`src/sv/ptt_pkg.sv`:
```
// Package for the poly-A/T tail trimmer: base codes, configuration and result types.
// Depends on nothing; ptt_seq and poly_at_tail_trimmer use it by scoped names.
`timescale 1ns / 1ps
`default_nettype none
package ptt_pkg;

  localparam logic [2:0] BASE_A = 3'd0;
  localparam logic [2:0] BASE_C = 3'd1;
  localparam logic [2:0] BASE_G = 3'd2;
  localparam logic [2:0] BASE_T = 3'd3;

  localparam int OUT_W = 15;

  localparam logic [1:0] REG_WINDOW   = 2'd0;
  localparam logic [1:0] REG_MISMATCH = 2'd1;
  localparam logic [1:0] REG_ANCHOR   = 2'd2;

  typedef struct packed {
    logic [7:0] window_length;
    logic [7:0] max_mismatch;
    logic [4:0] anchor_run;
  } cfg_t;

  typedef struct packed {
    logic [OUT_W-1:0] keep_start;
    logic [OUT_W-1:0] keep_length;
    logic             trimmed_at_end;
    logic [OUT_W-1:0] trimmed_length;
    logic             trimmed_base;
    logic             too_long;
  } res_t;

endpackage
`default_nettype wire

```
`src/sv/ptt_seq.sv`:
```
// Sequencer of the trimmer: loads a read, then runs window, slide, anchor and
// count passes through the single buffer read port. Uses ptt_pkg.
`timescale 1ns / 1ps
`default_nettype none
module ptt_seq #(
  parameter int MaxReadLen = 16384
) (
  input  wire logic                          clk_i,
  input  wire logic                          rst_ni,
  input  wire ptt_pkg::cfg_t                 cfg_i,
  input  wire logic                          in_valid_i,
  output logic                               in_ready_o,
  input  wire logic [2:0]                    base_i,
  input  wire logic                          last_i,
  output logic                               mem_we_o,
  output logic      [$clog2(MaxReadLen)-1:0] mem_waddr_o,
  output logic                               mem_re_o,
  output logic      [$clog2(MaxReadLen)-1:0] mem_raddr_o,
  input  wire logic [2:0]                    mem_rdata_i,
  input  wire logic                          out_free_i,
  output logic                               res_valid_o,
  output ptt_pkg::res_t                      res_o
);

  localparam int CW = $clog2(MaxReadLen + 1);
  localparam int AW = $clog2(MaxReadLen);

  localparam logic [3:0] S_LOAD  = 4'd0;
  localparam logic [3:0] S_INIT  = 4'd1;
  localparam logic [3:0] S_WRD   = 4'd2;
  localparam logic [3:0] S_WACC  = 4'd3;
  localparam logic [3:0] S_WEVAL = 4'd4;
  localparam logic [3:0] S_SRD0  = 4'd5;
  localparam logic [3:0] S_SRD1  = 4'd6;
  localparam logic [3:0] S_SACC  = 4'd7;
  localparam logic [3:0] S_LEN   = 4'd8;
  localparam logic [3:0] S_ARD   = 4'd9;
  localparam logic [3:0] S_AACC  = 4'd10;
  localparam logic [3:0] S_ADONE = 4'd11;
  localparam logic [3:0] S_PICK  = 4'd12;
  localparam logic [3:0] S_CRD   = 4'd13;
  localparam logic [3:0] S_CACC  = 4'd14;
  localparam logic [3:0] S_OUT   = 4'd15;

  logic [3:0]    st_q, st_d;
  logic [CW-1:0] n_q, n_d;
  logic          ovf_q, ovf_d;
  logic          rev_q, rev_d;
  logic [CW-1:0] i_q, i_d;
  logic [7:0]    ca_q, ca_d, ct_q, ct_d, cg_q, cg_d, rc_q, rc_d;
  logic          run_a_q, run_a_d;
  logic [CW-1:0] nuc_q, nuc_d, len_q, len_d, back_q, back_d;
  logic [4:0]    cur_q, cur_d;
  logic [CW-1:0] h_q, h_d, t_q, t_d, rm_q, rm_d;
  logic [CW-1:0] ca2_q, ca2_d, ct2_q, ct2_d;

  logic [CW-1:0] idx;
  logic [CW-1:0] addr_full;
  logic [7:0]    need;
  logic          in_run_cls;
  logic          is_run_code;
  logic [7:0]    rc_add;
  logic [CW-1:0] res_len;

  assign need        = cfg_i.window_length - cfg_i.max_mismatch;
  assign in_run_cls  = run_a_q ? (mem_rdata_i == ptt_pkg::BASE_A)
                               : (mem_rdata_i >= ptt_pkg::BASE_T);
  assign is_run_code = run_a_q ? (mem_rdata_i == ptt_pkg::BASE_A)
                               : (mem_rdata_i == ptt_pkg::BASE_T);
  assign rc_add      = rc_q + {7'd0, in_run_cls};
  assign res_len     = len_q - back_q;

  // One shared address unit maps an index of the (possibly reversed) read.
  always_comb begin
    case (st_q)
      S_SRD1:  idx = CW'(32'(i_q) + 32'(cfg_i.window_length));
      S_ARD:   idx = len_q - CW'(1) - i_q;
      default: idx = i_q;
    endcase
    addr_full   = rev_q ? (n_q - CW'(1) - idx) : idx;
    mem_raddr_o = addr_full[AW-1:0];
  end

  assign in_ready_o  = (st_q == S_LOAD);
  assign mem_we_o    = in_valid_i && in_ready_o && (32'(n_q) < MaxReadLen);
  assign mem_waddr_o = n_q[AW-1:0];
  assign res_valid_o = (st_q == S_OUT) && out_free_i;

  always_comb begin
    res_o.keep_start     = rev_q ? '0 : ptt_pkg::OUT_W'(rm_q);
    res_o.keep_length    = ptt_pkg::OUT_W'(n_q - rm_q);
    res_o.trimmed_at_end = rev_q;
    res_o.trimmed_length = ptt_pkg::OUT_W'(rm_q);
    res_o.trimmed_base   = (ca2_q > ct2_q);
    res_o.too_long       = ovf_q;
  end

  always_comb begin
    st_d = st_q; n_d = n_q; ovf_d = ovf_q; rev_d = rev_q; i_d = i_q;
    ca_d = ca_q; ct_d = ct_q; cg_d = cg_q; rc_d = rc_q; run_a_d = run_a_q;
    nuc_d = nuc_q; len_d = len_q; back_d = back_q; cur_d = cur_q;
    h_d = h_q; t_d = t_q; rm_d = rm_q; ca2_d = ca2_q; ct2_d = ct2_q;
    mem_re_o = 1'b0;
    case (st_q)
      S_LOAD: begin
        if (in_valid_i) begin
          if (32'(n_q) < MaxReadLen) begin
            n_d = n_q + CW'(1);
          end else begin
            ovf_d = 1'b1;
          end
          if (last_i) begin
            rev_d = 1'b0;
            rm_d  = '0;
            ca2_d = '0;
            ct2_d = '0;
            st_d  = ovf_d ? S_OUT : S_INIT;
          end
        end
      end
      S_INIT: begin
        i_d = '0; ca_d = '0; ct_d = '0; cg_d = '0;
        len_d = '0; back_d = '0;
        if (cfg_i.max_mismatch >= cfg_i.window_length ||
            32'(n_q) < 32'(cfg_i.window_length)) begin
          st_d = S_ADONE;
        end else begin
          st_d = S_WRD;
        end
      end
      S_WRD: begin
        mem_re_o = 1'b1;
        st_d = S_WACC;
      end
      S_WACC: begin
        if (mem_rdata_i == ptt_pkg::BASE_A) begin
          ca_d = ca_q + 8'd1;
        end else if (mem_rdata_i == ptt_pkg::BASE_C || mem_rdata_i == ptt_pkg::BASE_G) begin
          cg_d = cg_q + 8'd1;
        end else begin
          ct_d = ct_q + 8'd1;
        end
        i_d  = i_q + CW'(1);
        st_d = (32'(i_d) == 32'(cfg_i.window_length)) ? S_WEVAL : S_WRD;
      end
      S_WEVAL: begin
        run_a_d = (ca_q > ct_q);
        rc_d    = run_a_d ? ca_q : ct_q;
        i_d     = '0;
        nuc_d   = '0;
        if (cg_q > cfg_i.max_mismatch || rc_d < need) begin
          st_d = S_ADONE;
        end else begin
          st_d = S_SRD0;
        end
      end
      S_SRD0: begin
        if (32'(i_q) + 32'(cfg_i.window_length) >= 32'(n_q)) begin
          st_d = S_LEN;
        end else begin
          mem_re_o = 1'b1;
          st_d = S_SRD1;
        end
      end
      S_SRD1: begin
        // Base leaving the window is here; fetch the one entering it.
        rc_d = rc_q - {7'd0, in_run_cls};
        mem_re_o = 1'b1;
        st_d = S_SACC;
      end
      S_SACC: begin
        rc_d = rc_add;
        if (rc_add < need) begin
          st_d = S_LEN;
        end else begin
          nuc_d = nuc_q + CW'(1);
          i_d   = i_q + CW'(1);
          st_d  = S_SRD0;
        end
      end
      S_LEN: begin
        len_d = CW'(32'(nuc_q) + 32'(cfg_i.window_length));
        if (len_d == n_q) begin
          len_d = len_d - CW'(1);
        end
        i_d = '0; cur_d = '0; back_d = '0;
        st_d = S_ARD;
      end
      S_ARD: begin
        if (i_q == len_q) begin
          st_d = S_ADONE;
        end else begin
          mem_re_o = 1'b1;
          st_d = S_AACC;
        end
      end
      S_AACC: begin
        i_d = i_q + CW'(1);
        if (is_run_code) begin
          cur_d = cur_q + 5'd1;
          st_d  = (cur_d >= cfg_i.anchor_run) ? S_ADONE : S_ARD;
        end else begin
          cur_d  = '0;
          back_d = i_d;
          st_d   = S_ARD;
        end
      end
      S_ADONE: begin
        if (!rev_q) begin
          h_d   = res_len;
          rev_d = 1'b1;
          st_d  = S_INIT;
        end else begin
          t_d  = res_len;
          st_d = S_PICK;
        end
      end
      S_PICK: begin
        // The head wins when the tail trim is zero, or when its own trim is nonzero and strictly shorter.
        if (t_q == '0 || (h_q != '0 && h_q < t_q)) begin
          rev_d = 1'b0;
          rm_d  = h_q;
        end else begin
          rev_d = 1'b1;
          rm_d  = t_q;
        end
        i_d = '0; ca2_d = '0; ct2_d = '0;
        st_d = S_CRD;
      end
      S_CRD: begin
        if (i_q == rm_q) begin
          st_d = S_OUT;
        end else begin
          mem_re_o = 1'b1;
          st_d = S_CACC;
        end
      end
      S_CACC: begin
        if (mem_rdata_i == ptt_pkg::BASE_A) begin
          ca2_d = ca2_q + CW'(1);
        end
        if (mem_rdata_i == ptt_pkg::BASE_T) begin
          ct2_d = ct2_q + CW'(1);
        end
        i_d  = i_q + CW'(1);
        st_d = S_CRD;
      end
      S_OUT: begin
        if (out_free_i) begin
          n_d   = '0;
          ovf_d = 1'b0;
          st_d  = S_LOAD;
        end
      end
      default: st_d = S_LOAD;
    endcase
  end

  always_ff @(posedge clk_i or negedge rst_ni) begin
    if (!rst_ni) begin
      st_q  <= S_LOAD;
      n_q   <= '0;
      ovf_q <= 1'b0;
      rev_q <= 1'b0;
    end else begin
      st_q  <= st_d;
      n_q   <= n_d;
      ovf_q <= ovf_d;
      rev_q <= rev_d;
    end
  end

  always_ff @(posedge clk_i) begin
    i_q <= i_d; ca_q <= ca_d; ct_q <= ct_d; cg_q <= cg_d; rc_q <= rc_d;
    run_a_q <= run_a_d; nuc_q <= nuc_d; len_q <= len_d; back_q <= back_d;
    cur_q <= cur_d; h_q <= h_d; t_q <= t_d; rm_q <= rm_d;
    ca2_q <= ca2_d; ct2_q <= ct2_d;
  end

endmodule
`default_nettype wire

```
`config.mk`:
```
export PLATFORM = sky130hd
export DESIGN_NAME = ptt_seq
export DESIGN_NICKNAME = d
export VERILOG_FILES = /design/src/sv/ptt_pkg.sv /design/src/sv/ptt_seq.sv
export SDC_FILE = /design/constraint.sdc
export NUM_CORES = 1
export LEC_CHECK = 0
export ABC_CLOCK_PERIOD_IN_PS = 4180
export BUFFER_PORTS_ARGS = -buffer_cell sky130_fd_sc_hd__buf_2
export CAP_MARGIN = 20
export CORE_ASPECT_RATIO = 1.4
export CORE_MARGIN = 5
export CORE_UTILIZATION = 58
export CTS_BUF_LIST = sky130_fd_sc_hd__clkbuf_8
export DETAILED_ROUTE_END_ITERATION = 10
export GPL_ROUTABILITY_DRIVEN = 0
export PLACE_DENSITY_LB_ADDON = 0.2
export SKIP_CTS_REPAIR_TIMING = 1
export SKIP_LAST_GASP = 1
export SLEW_MARGIN = 10
export SYNTH_ARGS = -nofsm -noshare
export SYNTH_HDL_FRONTEND = slang
export SYNTH_SLANG_ARGS = --single-unit
```
`constraint.sdc`:
```
create_clock -name clk_i -period 4.18 [get_ports clk_i]
set_input_delay 0.209 -clock clk_i [delete_from_list [all_inputs] [get_ports clk_i]]
set_output_delay 0.209 -clock clk_i [all_outputs]
set_load 0.05 [all_outputs]
```
### Word-level counts from Yosys, hierarchy flattened

Cells that the tools add are included.

* flip-flop bits (word level): 194
* bits of input ports: 32
* output and inout bits: 80

* add/sub/neg operators: 21
* $lt $le $gt $ge: 12
* equality and inequality tests: 34
* muxes and demuxes: 66
* bitwise gates (word level): 1
* reduce and logical (&&, ||, !) cells: 43

Operators with widths (count)
* 2-to-1 mux 15 bit: 13
* one-hot mux 15 bit (2 select lines): 5
* one-hot mux 15 bit (3 select lines): 3
* adder 15 x 1 -> 15 bit (second input constant): 5
* one-hot mux 4 bit (15 select lines): 1
* 2-to-1 mux 8 bit: 6
* one-hot mux 8 bit (2 select lines): 3
* equality test 15 bit: 3
* 2-to-1 mux 4 bit: 9
* equality test 4 bit (second input constant): 8
* subtractor 15 bit: 2
* one-hot mux 14 bit (2 select lines): 1
* subtractor 14 x 1 -> 14 bit (second input constant): 2
* subtractor 14 bit: 2
* adder 8 x 1 -> 8 bit (second input constant): 3
* one-hot mux 8 bit (3 select lines): 1
* inequality test 2 bit (second input constant): 10
* AND reduction 3 bit: 6
* adder 15 x 8 -> 16 bit: 1
* equality test 4 x 3 -> 1 bit (second input constant): 4
* >= comparator 16 x 15 -> 1 bit: 1
* > comparator 8 bit: 2
* less-than comparator 8 bit: 2
* adder 15 x 8 -> 15 bit: 1
* 41 further kinds: 83

### Logic depth before layout (Yosys ltp)

Gate-level depths: netlist of run 1.

* depth after elaboration: 8
* mapped depth: 21
* gate-level depth less buffers: 21

### Worst setup path before layout of run 1

Ideal clock, no wire load.

* path type: reg2out
* start point: register i_q[0]
* end point: output mem_raddr_o[13]
* arrival time: 4.536 ns
* required time: 3.971 ns
* setup slack: -0.565 ns
* cell stages (with the launch flop): 18
* path buffers: 0
* cell sequence: edfxtp_1 > ha_1 > inv_1 > fa_1 > nor2b_1 > o21ai_0 > a21boi_0 > o21ai_0 > a21oi_1 > nand3_1 > or3_1 > o211a_1 > ha_1 > o41ai_1 > o21ai_0 > xnor2_1 > nand2_1 > xnor2_1

* word-level cells in the longest chain between the ends: 4
* elaborated cells on any way between the ends: 5
* classes of those cells: 3 x add/sub; 2 x mux

RTL lines
* from (decl): RTL line ptt_seq.sv:49 `logic [CW-1:0] i_q, i_d;`
* from (signal assigned): RTL line ptt_seq.sv:274 `i_q <= i_d; ca_q <= ca_d; ct_q <= ct_d; cg_q <= cg_d; rc_q <= rc_d;`
* adder 15 x 8 -> 16 bit or subtractor 14 bit (tied branches)
* one-hot mux 14 bit (2 select lines) *: RTL line ptt_seq.sv:75 `case (st_q)`
* subtractor 14 bit: RTL line ptt_seq.sv:80 `addr_full = rev_q ? (n_q - CW'(1) - idx) : idx;`
* 2-to-1 mux 14 bit *: RTL line ptt_seq.sv:80
* to (decl): RTL line ptt_seq.sv:18 `output logic [$clog2(MaxReadLen)-1:0] mem_raddr_o,`

Mark *: on every way between the ends. The rest lies on a longest branch, timed or not.

### Worst setup path after layout of run 1

Same ends and word-level chain as after synthesis.

==> results of run 1 <==
==> cell usage in the layout (no fill, tap or decap), drive strengths merged, types with 7 or more instances in the layout <==
cell type  count
and3          22
a211oi        15
buf          220
xnor2        145
o21a          22
a221oi         9
nand3        103
a31oi         14
inv          161
nand2b        19
xor2          59
nor4          21
a21boi         8
o31ai         20
nand4         36
clkinv         7
and2          11
o21ai         96
or3           23
nor2         208
clkbuf        18
ha           178
fa             7
o211ai        13
nand2        113
a21o          24
nor3          50
dfrtp         21
a21oi         99
or2            9
edfxtp       173
nor2b         30
==> kinds of logic (layout without fill, tap and decap cells) <==
family	after synthesis	count (layout)	synth area share (%)
xor gates and xnor gates	208	208	11.3
and+or+nand+nor	665	665	19.6
DFF	194	194	34.3
adders and majority gates	185	185	14.2
buffers and inverters	235	411	5.69
muxes	9	9	0.563
AOI/OAI and AO/OA	372	372	14.3
==> worst paths after layout <==
check	from	end	slack, ps	cells after the start
max	i_q[0]$_SDFFCE_PP0P_	mem_raddr_o[13]	-470	22
min reg2reg	ovf_q$_DFFE_PN0P_	ovf_q$_DFFE_PN0P_	560	2
max reg2reg	i_q[0]$_SDFFCE_PP0P_	st_q[2]$_DFFE_PN0P_	80	22
min in group asynchronous	rst_ni	n_q[2]$_DFFE_PN0P_	210	2
min	in_valid_i	ovf_q$_DFFE_PN0P_	130	3
max in group asynchronous	rst_ni	st_q[2]$_DFFE_PN0P_	3610	2
==> per-layer routing <==
metal	up-vias	part of all wire [%]
li1	7015	-
met1	6938	39
met2	576	50
met3	174	6.0
met4	0	5.6
met5	-	0
==> report_power, final <==
part	internal, mW	switching (mW)	total, mW
sequential	3.03	0.711	3.74
clock	0.618	0.765	1.38
combinational	4.36	7.17	11.5
total	8.01	8.65	16.7
==> critical path, delay by kind of cell, from the launching register on <==
family                     cells  cell delay, ps
and+or+nand+nor                5             620
xor gates and xnor gates       3             530
adders and majority gates      3             770
buffers and inverters          4             490
DFF                            1             440
AOI/OAI and AO/OA              7            1050
==> per-stage QoR <==
step	area, sq um	setup TNS, ps	hold WS, ps
final	19000	-2670	128
after global routing	19000	-5010	107
after CTS	18600	-4860	-345
after detailed placement	18200	-577	217
after global placement	18100	-176	210
after floorplan	16700	-70.6	-86.6
==> cell type report <==
cell class                      count  share of cell area, %
Timing Repair Buffer              222                   7.64
Clock buffer                       17                   1.23
Sequential cell                   194                   30.1
Multi-Input combinational cell   1439                   54.4
Inverter                          157                   3.10
Tap cell                          375                   2.47
Clock inverter                     15                   1.12
==> sequential cells by signal (all words and copies together), names as in the netlist <==
register and cells:
back_q 15, ca2_q 15, ct2_q 15, h_q 15, i_q 15, len_q 15
n_q 15, nuc_q 15, rm_q 15, t_q 15, ca_q 8, cg_q 8
ct_q 8, rc_q 8, cur_q 5, st_q 4, ovf_q 1, rev_q 1
run_a_q 1
==> flow_metrics.tcl, run 1 <==
set metrics [dict create \
    min_path_type "input pin to flop" \
    synth.most_common_cell "nor2_1" \
    postRouteAntennaNets 0 \
    skew_ps 12.5 \
    nNetsFinal 2248 \
    wl_per_cell_um 19.7 \
    area_growth_pct 14.2 \
    grt_util_all_layers_pct 28.9 \
    synthFlopType "edfxtp_1" \
    fin_total_pwr_mw 16.7 \
    finalSetupViolCount 9 \
    register_area_sq_mm 0.00572 \
    crit_path_top_delay_cell "edfxtp_1" \
    synthTopCellsByCount "208 x nor2_1, 178 x ha_1, 173 x edfxtp_1" \
    use_met2_pct 50.8 \
    violations "setup timing" \
    maxCapViolCount 0 \
    critPathMaxStageDelay_ps 440 \
    clock-root-buffer "clkbuf_8" \
    status "finished with violations" \
    synth_cells 1868 \
    cp.required_ps 3970 \
    ios 112 \
    fin_cells 2419 \
    place_ws_ps -276 \
    worst_slack_ps -474 \
    die_area_sq_mm 0.0323 \
    worstPathMaxFanout 4 \
    dp_cells 2378 \
    drc 0 \
    timing.fmax_mhz 215 \
    ys_types 82 \
    hpwl_um 37800 \
    drive_gt1_share_pct 16.6 \
    power_density_mw_per_mm2 876 \
    die_x_um 153 \
    multiInputGateArea_sq_mm 0.0103 \
    ys_seq_area_share_pct 34.3 \
    syn_area_per_cell_sq_um 8.92 \
    utilization_pct 67.0 \
    rsz0062_at_grt "yes" \
    period_needed_ps 4650 \
    hold_viol 0 \
    cts_max_path_buffers 2 \
    io_buffer_count 108 \
    cts_inserted_buffers 17 \
    worstMarginPinSlew_ps 961 \
    synthesis.area_sq_mm 0.0167 \
    insertion_delay_ps 510 \
    nFillCells 2356 \
    path_cells "inv_1, ha_2, inv_2, fa_2, nor2b_2, o21ai_1, nand2b_1, xnor2_1, nor2_1, a221oi_2, buf_4, ha_4, nor2_2, o21ai_2, o41ai_4, o21ai_4, o41ai_4, o21ai_1, xnor2_1, nand2_2, xnor2_4, buf_6" \
    dr.pass1.iters 5 \
    clk_pin_slew_ps 100 \
    grt.overflow.total 0 \
    drv_slew 0 \
    syn_nets 2085 \
    routed_wl_um 47600 \
    end_kind "output port" \
    die_y_um 211 \
    synth_top_area_share_pct 31.2 \
    busiest_layer "met2" \
    synthTopCellsByArea "edfxtp_1 31%, ha_1 13%, xnor2_1 7.6%" \
    ir_drop_mv 1.32 \
    yosys_warnings 0 \
    synth_edf_count 173 \
    drt_iter0_drc 1130 \
    vias_per_cell 6.08 \
    period_share_pct 111 \
    clock_sinks 194 \
    yosys.area.top_type "edfxtp_1" \
    start_util_pct 58.6 \
    gr-usage-met1_pct 34.1 \
    num_rows 73 \
    grtUsageMet3_pct 3.96 \
    max_slew_margin_pct 35.9 \
    htreeDepth 4 \
    antenna-diode-count 0 \
    p_leak_nw 7.99 \
    grt_max_degree 35 \
    vias 14700 \
    path_class "flop to output port" \
    crit_arrival_ps 4440 \
    synth-seq-cells 194 \
    cp-start-kind "flop" \
    async_flop_share_pct 10.8 \
    fp.coreArea_sq_mm 0.0284 \
    cts_tree "built" \
    grt_antenna_before_repair 0 \
    grt_pass1_vias 14500 \
    grt_pass1_wl_um 74400 \
]
No activity file was read; power rests on OpenSTA's default activity.
==> run 2: changes to the inputs <==
Settings changed: ABC_AREA from default to 1.
==> run 2 against run 1 <==
- the run still ends with setup timing left
- worst hold slack got worse by 49 ps
- clock-buffer cell count unchanged
- clock skew increased by 2.3 ps
- global-route usage increased by 0.83 points
- final area decreased by 0.64%
- die area decreased by 0.35%
- core utilization decreased by 0.22 points
- setup slack improved by 320 ps
- cell count increased by 12%
- synthesized cell count increased by 16%
- maximum frequency increased by 7.5%
- non-clock buffer count decreased by 36
- critical endpoint is now mem_raddr_o[11]
==> flow_metrics.tcl, run 2 <==
set metrics [dict create \
    nNetsFinal 2535 \
    wl_per_cell_um 18.4 \
    cts_inserted_buffers 17 \
    drv_slew 0 \
    insertion_delay_ps 510 \
    syn_nets 2375 \
    hold_viol 0 \
    place_ws_ps 61.2 \
    die_area_sq_mm 0.0321 \
    synthesis.area_sq_mm 0.0166 \
    min_path_type "input pin to flop" \
    fp.coreArea_sq_mm 0.0283 \
    grt_pass1_vias 14900 \
    timing.fmax_mhz 231 \
    dr.pass1.iters 7 \
    async_flop_share_pct 10.8 \
    register_area_sq_mm 0.00572 \
    cts_tree "built" \
    drt_iter0_drc 1267 \
    grt_pass1_wl_um 75700 \
    end_kind "output port" \
    syn_area_per_cell_sq_um 7.69 \
    synthTopCellsByCount "402 x nand2_1, 328 x inv_1, 239 x nor2_1" \
    synth_xor_area_share_pct 5.65 \
    htreeDepth 4 \
    die_x_um 153 \
    synth-seq-cells 194 \
    area_growth_pct 13.8 \
    rrSetupSlack_ps 540 \
    ios 112 \
    synth_fa_ha_area_share_pct 14.3 \
    rsz0062_at_grt "yes" \
    vias 15800 \
    path_cells "inv_2, ha_4, inv_4, fa_2, o31ai_2, buf_4, inv_4, o21ai_2, or2_4, nand3_2, o211ai_1, inv_1, ha_4, inv_2, nor3_4, nand3_1, o2111ai_2, buf_4, a31o_2, or2_4, nand3_2, nand2_2, buf_8" \
    critPathMaxStageDelay_ps 430 \
    hpwl_um 39500 \
    vias_per_cell 5.83 \
    yosys_warnings 0 \
    clock_sinks 194 \
    grt_max_degree 35 \
    cp.required_ps 3970 \
    fin_tns_setup_ps -395 \
    synth_top_family_by_area "simple AND/OR/NAND/NOR gates" \
    synth_top_area_share_pct 31.3 \
    holdWs_ps 78.3 \
    clk_pin_slew_ps 110 \
    skew_ps 14.8 \
    crit_arrival_ps 4120 \
    cts_max_path_buffers 2 \
    grt_util_all_layers_pct 29.7 \
    yosys.area.top_type "edfxtp_1" \
    postRouteAntennaNets 0 \
    ys_types 54 \
    worstPathMaxFanout 4 \
    nFillCells 2380 \
    synth_edf_count 173 \
    yosys.area_share.simple_pct 23.0 \
    cp-start-kind "flop" \
    routed_wl_um 49700 \
    synth_compound_area_share_pct 13.5 \
    clock-root-buffer "clkbuf_8" \
    path_class "flop to output port" \
    drc 0 \
    period_share_pct 104 \
    grt_antenna_before_repair 1 \
    worstMarginPinSlew_ps 786 \
    crit_path_top_delay_cell "edfxtp_1" \
    final_cell_mix "397 x nand2_1, 318 x inv_1, 237 x nor2_1" \
    synthTopCellsByArea "edfxtp_1 31%, ha_1 13%, nand2_1 9.1%" \
    maxCapViolCount 0 \
    muxShareOfSynthArea_pct 0 \
    multiInputGateArea_sq_mm 0.00985 \
    ys_seq_area_share_pct 34.5 \
    drive_gt1_share_pct 14.0 \
    max_slew_margin_pct 47.4 \
    period_needed_ps 4330 \
    synth_cells 2158 \
    finalSetupViolCount 3 \
    status "finished with violations" \
    die_y_um 210 \
    final_common_cell "nand2_1" \
    num_rows 73 \
    worst_slack_ps -150 \
    synthFlopType "edfxtp_1" \
    start_util_pct 58.6 \
    violations "setup timing" \
    grt.overflow.total 0 \
    io_buffer_count 108 \
    synth.most_common_cell "nand2_1" \
]
run 2: worst max-delay path, delay by kind of cell (launching register included):
| kind | cells | cell delay, ps |
|---|---|---|
| compound gates | 5 | 770 |
| fa+ha+maj | 3 | 840 |
| buf+inv | 8 | 890 |
| simple gates | 7 | 680 |
| flops | 1 | 430 |
run 2: layout make-up:
type / instances / area share [%]
Timing Repair Buffer: 186 / 6.30
Clock inverter: 15 / 0.887
Sequential cell: 194 / 30.3
Multi-Input combinational cell: 1586 / 52.1
Clock buffer: 17 / 1.24
Inverter: 333 / 6.67
Antenna cell: 1 / 0.0132
Tap cell: 375 / 2.48
run 2: final timing paths:
check | from | end | cells past startpoint
max in group asynchronous | rst_ni | st_q[1]$_DFFE_PN0P_ | 2
setup / recovery | i_q[0]$_SDFFCE_PP0P_ | mem_raddr_o[11] | 23
min in group asynchronous | rst_ni | ovf_q$_DFFE_PN0P_ | 2
hold reg to reg | ovf_q$_DFFE_PN0P_ | ovf_q$_DFFE_PN0P_ | 2
hold / removal | last_i | st_q[0]$_DFFE_PN0P_ | 3
setup reg to reg | i_q[0]$_SDFFCE_PP0P_ | st_q[2]$_DFFE_PN0P_ | 23
run 2: through the flow:
step           area (sq um)  utilization, %  instances
3_3_place_gp          17800            62.7       2649
3_5_place_dp          17800            62.7       2650
2_1_floorplan         16600               -       2158
5_1_grt               18900            66.7       2706
6_report              18900            66.7       2707
4_1_cts               18200            64.2       2682
run 2: kinds of logic after synthesis:
kind of cell	count (synthesis)
compound gates	403
xor+xnor	107
fa+ha+maj	185
buf+inv	378
flops	194
simple gates	891
run 2: metal layers:
metal	GRT usage, %	part of all wire (%)
met5	0	0
met4	17.7	6.9
met3	5.13	7.5
met2	53.6	49
met1	32.6	36
Power of run 2 is not shown: default switching activity piles up to over one toggle a cycle in this logic, so the estimate is an artifact.
==> run 3: changes to the inputs <==
Settings changed: ABC_CLOCK_PERIOD_IN_PS 4180 to 4100, CORE_UTILIZATION 58 to 60.
Clock period 4.18 ns to 4.1 ns, I/O delays scaled along.
==> run 3 against run 2 <==
- the flow still finishes with violations (setup timing)
- non-clock buffer count increased by 11
- first-iteration DRC count decreased by 5.7%
- global-route usage rose by 3.5 points
- worst hold slack worse by 67 ps
- die area fell by 3.1%
- setup slack got worse by 210 ps
- final area up 0.22%
- routed wire length up 4.7%
- clock skew increased by 5.6 ps
==> flow_metrics.tcl, run 3 (synthesis gave the netlist of run 2 again) <==
set metrics [dict create \
    grt_pass1_wl_um 79100 \
    grt_pass1_vias 15400 \
    die_y_um 207 \
    drt_iter0_drc 1195 \
    final_cell_mix "398 x nand2_1, 316 x inv_1, 235 x nor2_1" \
    timing.rr.start "i_q[3]$_SDFFCE_PP0P_" \
    worst_slack_ps -357 \
    vias_per_cell 5.90 \
    violations "setup timing" \
    worstMarginPinSlew_ps 875 \
    path_class "flop to output port" \
    grt.overflow.total 0 \
    insertion_delay_ps 530 \
    area_growth_pct 14.1 \
    holdWs_ps 10.9 \
    r2r_cells 20 \
    postRouteAntennaNets 0 \
    grt_util_all_layers_pct 33.2 \
    path_buf_inv 8 \
    clock_sinks 194 \
    critPathMaxStageDelay_ps 440 \
    cts_tree "built" \
    start_util_pct 60.4 \
    drive_gt1_share_pct 14.3 \
    clk_pin_slew_ps 120 \
    period_needed_ps 4460 \
    cts_inserted_buffers 17 \
    period_share_pct 109 \
    grt_antenna_before_repair 2 \
    maxCapViolCount 0 \
    worstHoldEndpoint "ovf_q$_DFFE_PN0P_" \
    skew_ps 20.4 \
    path_cells "inv_2, ha_4, inv_4, fa_2, o31ai_2, buf_4, inv_4, o21ai_2, or2_4, nand3_2, o211ai_1, inv_1, ha_4, buf_6, a21oi_2, o2111ai_2, buf_4, a31o_4, or2_4, nand3_2, nand2_2, buf_8" \
    worstPathMaxFanout 3 \
    grt_max_degree 35 \
    vias 16000 \
    timing.fmax_mhz 224 \
    rrSetupSlack_ps 480 \
    min_from "in_valid_i" \
    num_rows 72 \
    drc 0 \
    hold_viol 0 \
    utilization_pct 68.9 \
    max_slew_margin_pct 41.7 \
    dr.pass1.iters 6 \
    fp.coreArea_sq_mm 0.0275 \
    ios 112 \
    fin_cells 2713 \
    nNetsFinal 2546 \
    cp-start-kind "flop" \
    clock-root-buffer "clkbuf_8" \
    hold_depth 3 \
    path_delay_family "compound AO/OA/AOI/OAI gates" \
    final_common_cell "nand2_1" \
    crit_path_top_delay_cell "edfxtp_1" \
    end_kind "output port" \
    r2r-end "st_q[3]$_DFFE_PN0P_" \
    hpwl_um 41200 \
    htreeDepth 4 \
    drv_slew 0 \
    cp.required_ps 3890 \
    cts_max_path_buffers 2 \
    crit_arrival_ps 4250 \
    io_buffer_count 108 \
    rsz0062_at_grt "yes" \
    status "finished with violations" \
    die_area_sq_mm 0.0311 \
    wl_per_cell_um 19.2 \
    finalSetupViolCount 9 \
    min_path_type "input pin to flop" \
    nFillCells 2262 \
    routed_wl_um 52100 \
    die_x_um 151 \
    dp_cells 2655 \
]
run 3: final cells by class:
type                    instances  area, sq um  area share (%)
multi-input cells            1586         9810            51.8
flip-flops and latches        194         5730            30.2
well taps                     370          463            2.44
inverters                     333         1260            6.64
clock buffers                  17          234            1.24
clock inverters                15          179           0.945
diodes                          1         2.50          0.0132
repair buffers                197         1270            6.71
run 3: through the flow:
stage               cell area (sq um)  TNS (ps)  worst slack [ps]
detailed placement              17800     -26.4             -26.4
finish                          18900     -1590              -357
floorplan                       16600     -52.6             -52.6
CTS                             18300     -3530              -635
global placement                17800         0              92.8
global route                    18900     -3370              -519
run 3: worst min-delay path: cells and delay by family:
| family | cells | cell delay [ps] |
|---|---|---|
| buffers and inverters | 1 | 110 |
| AND/OR/NAND/NOR | 1 | 90 |
| AO/OA/AOI/OAI | 1 | 80 |
run 3: how the worst max path moves through the flow:
stage                    startpoint         endpoint  slack [ps]  cells after the start
6_report       i_q[0]$_SDFFCE_PP0P_  mem_raddr_o[11]        -360                     22
5_1_grt        i_q[0]$_SDFFCE_PP0P_  mem_raddr_o[12]        -520                     25
4_1_cts        i_q[0]$_SDFFCE_PP0P_  mem_raddr_o[13]        -640                     22
3_5_place_dp   i_q[0]$_SDFFCE_PP0P_  mem_raddr_o[13]         -30                     22
3_3_place_gp   i_q[0]$_SDFFCE_PP0P_  mem_raddr_o[13]          90                     22
2_1_floorplan  i_q[0]$_SDFFCE_PP0P_  mem_raddr_o[13]         -50                     20
run 3: layer usage:
layer,up-vias,track usage [%],part of all wire [%]
met1,7286,33.9,34
met3,299,8.95,8.7
met4,2,27.8,10
met2,798,56.1,47
met5,-,0,0.025
li1,7628,-,-
Power of run 3 is left out for the same reason.
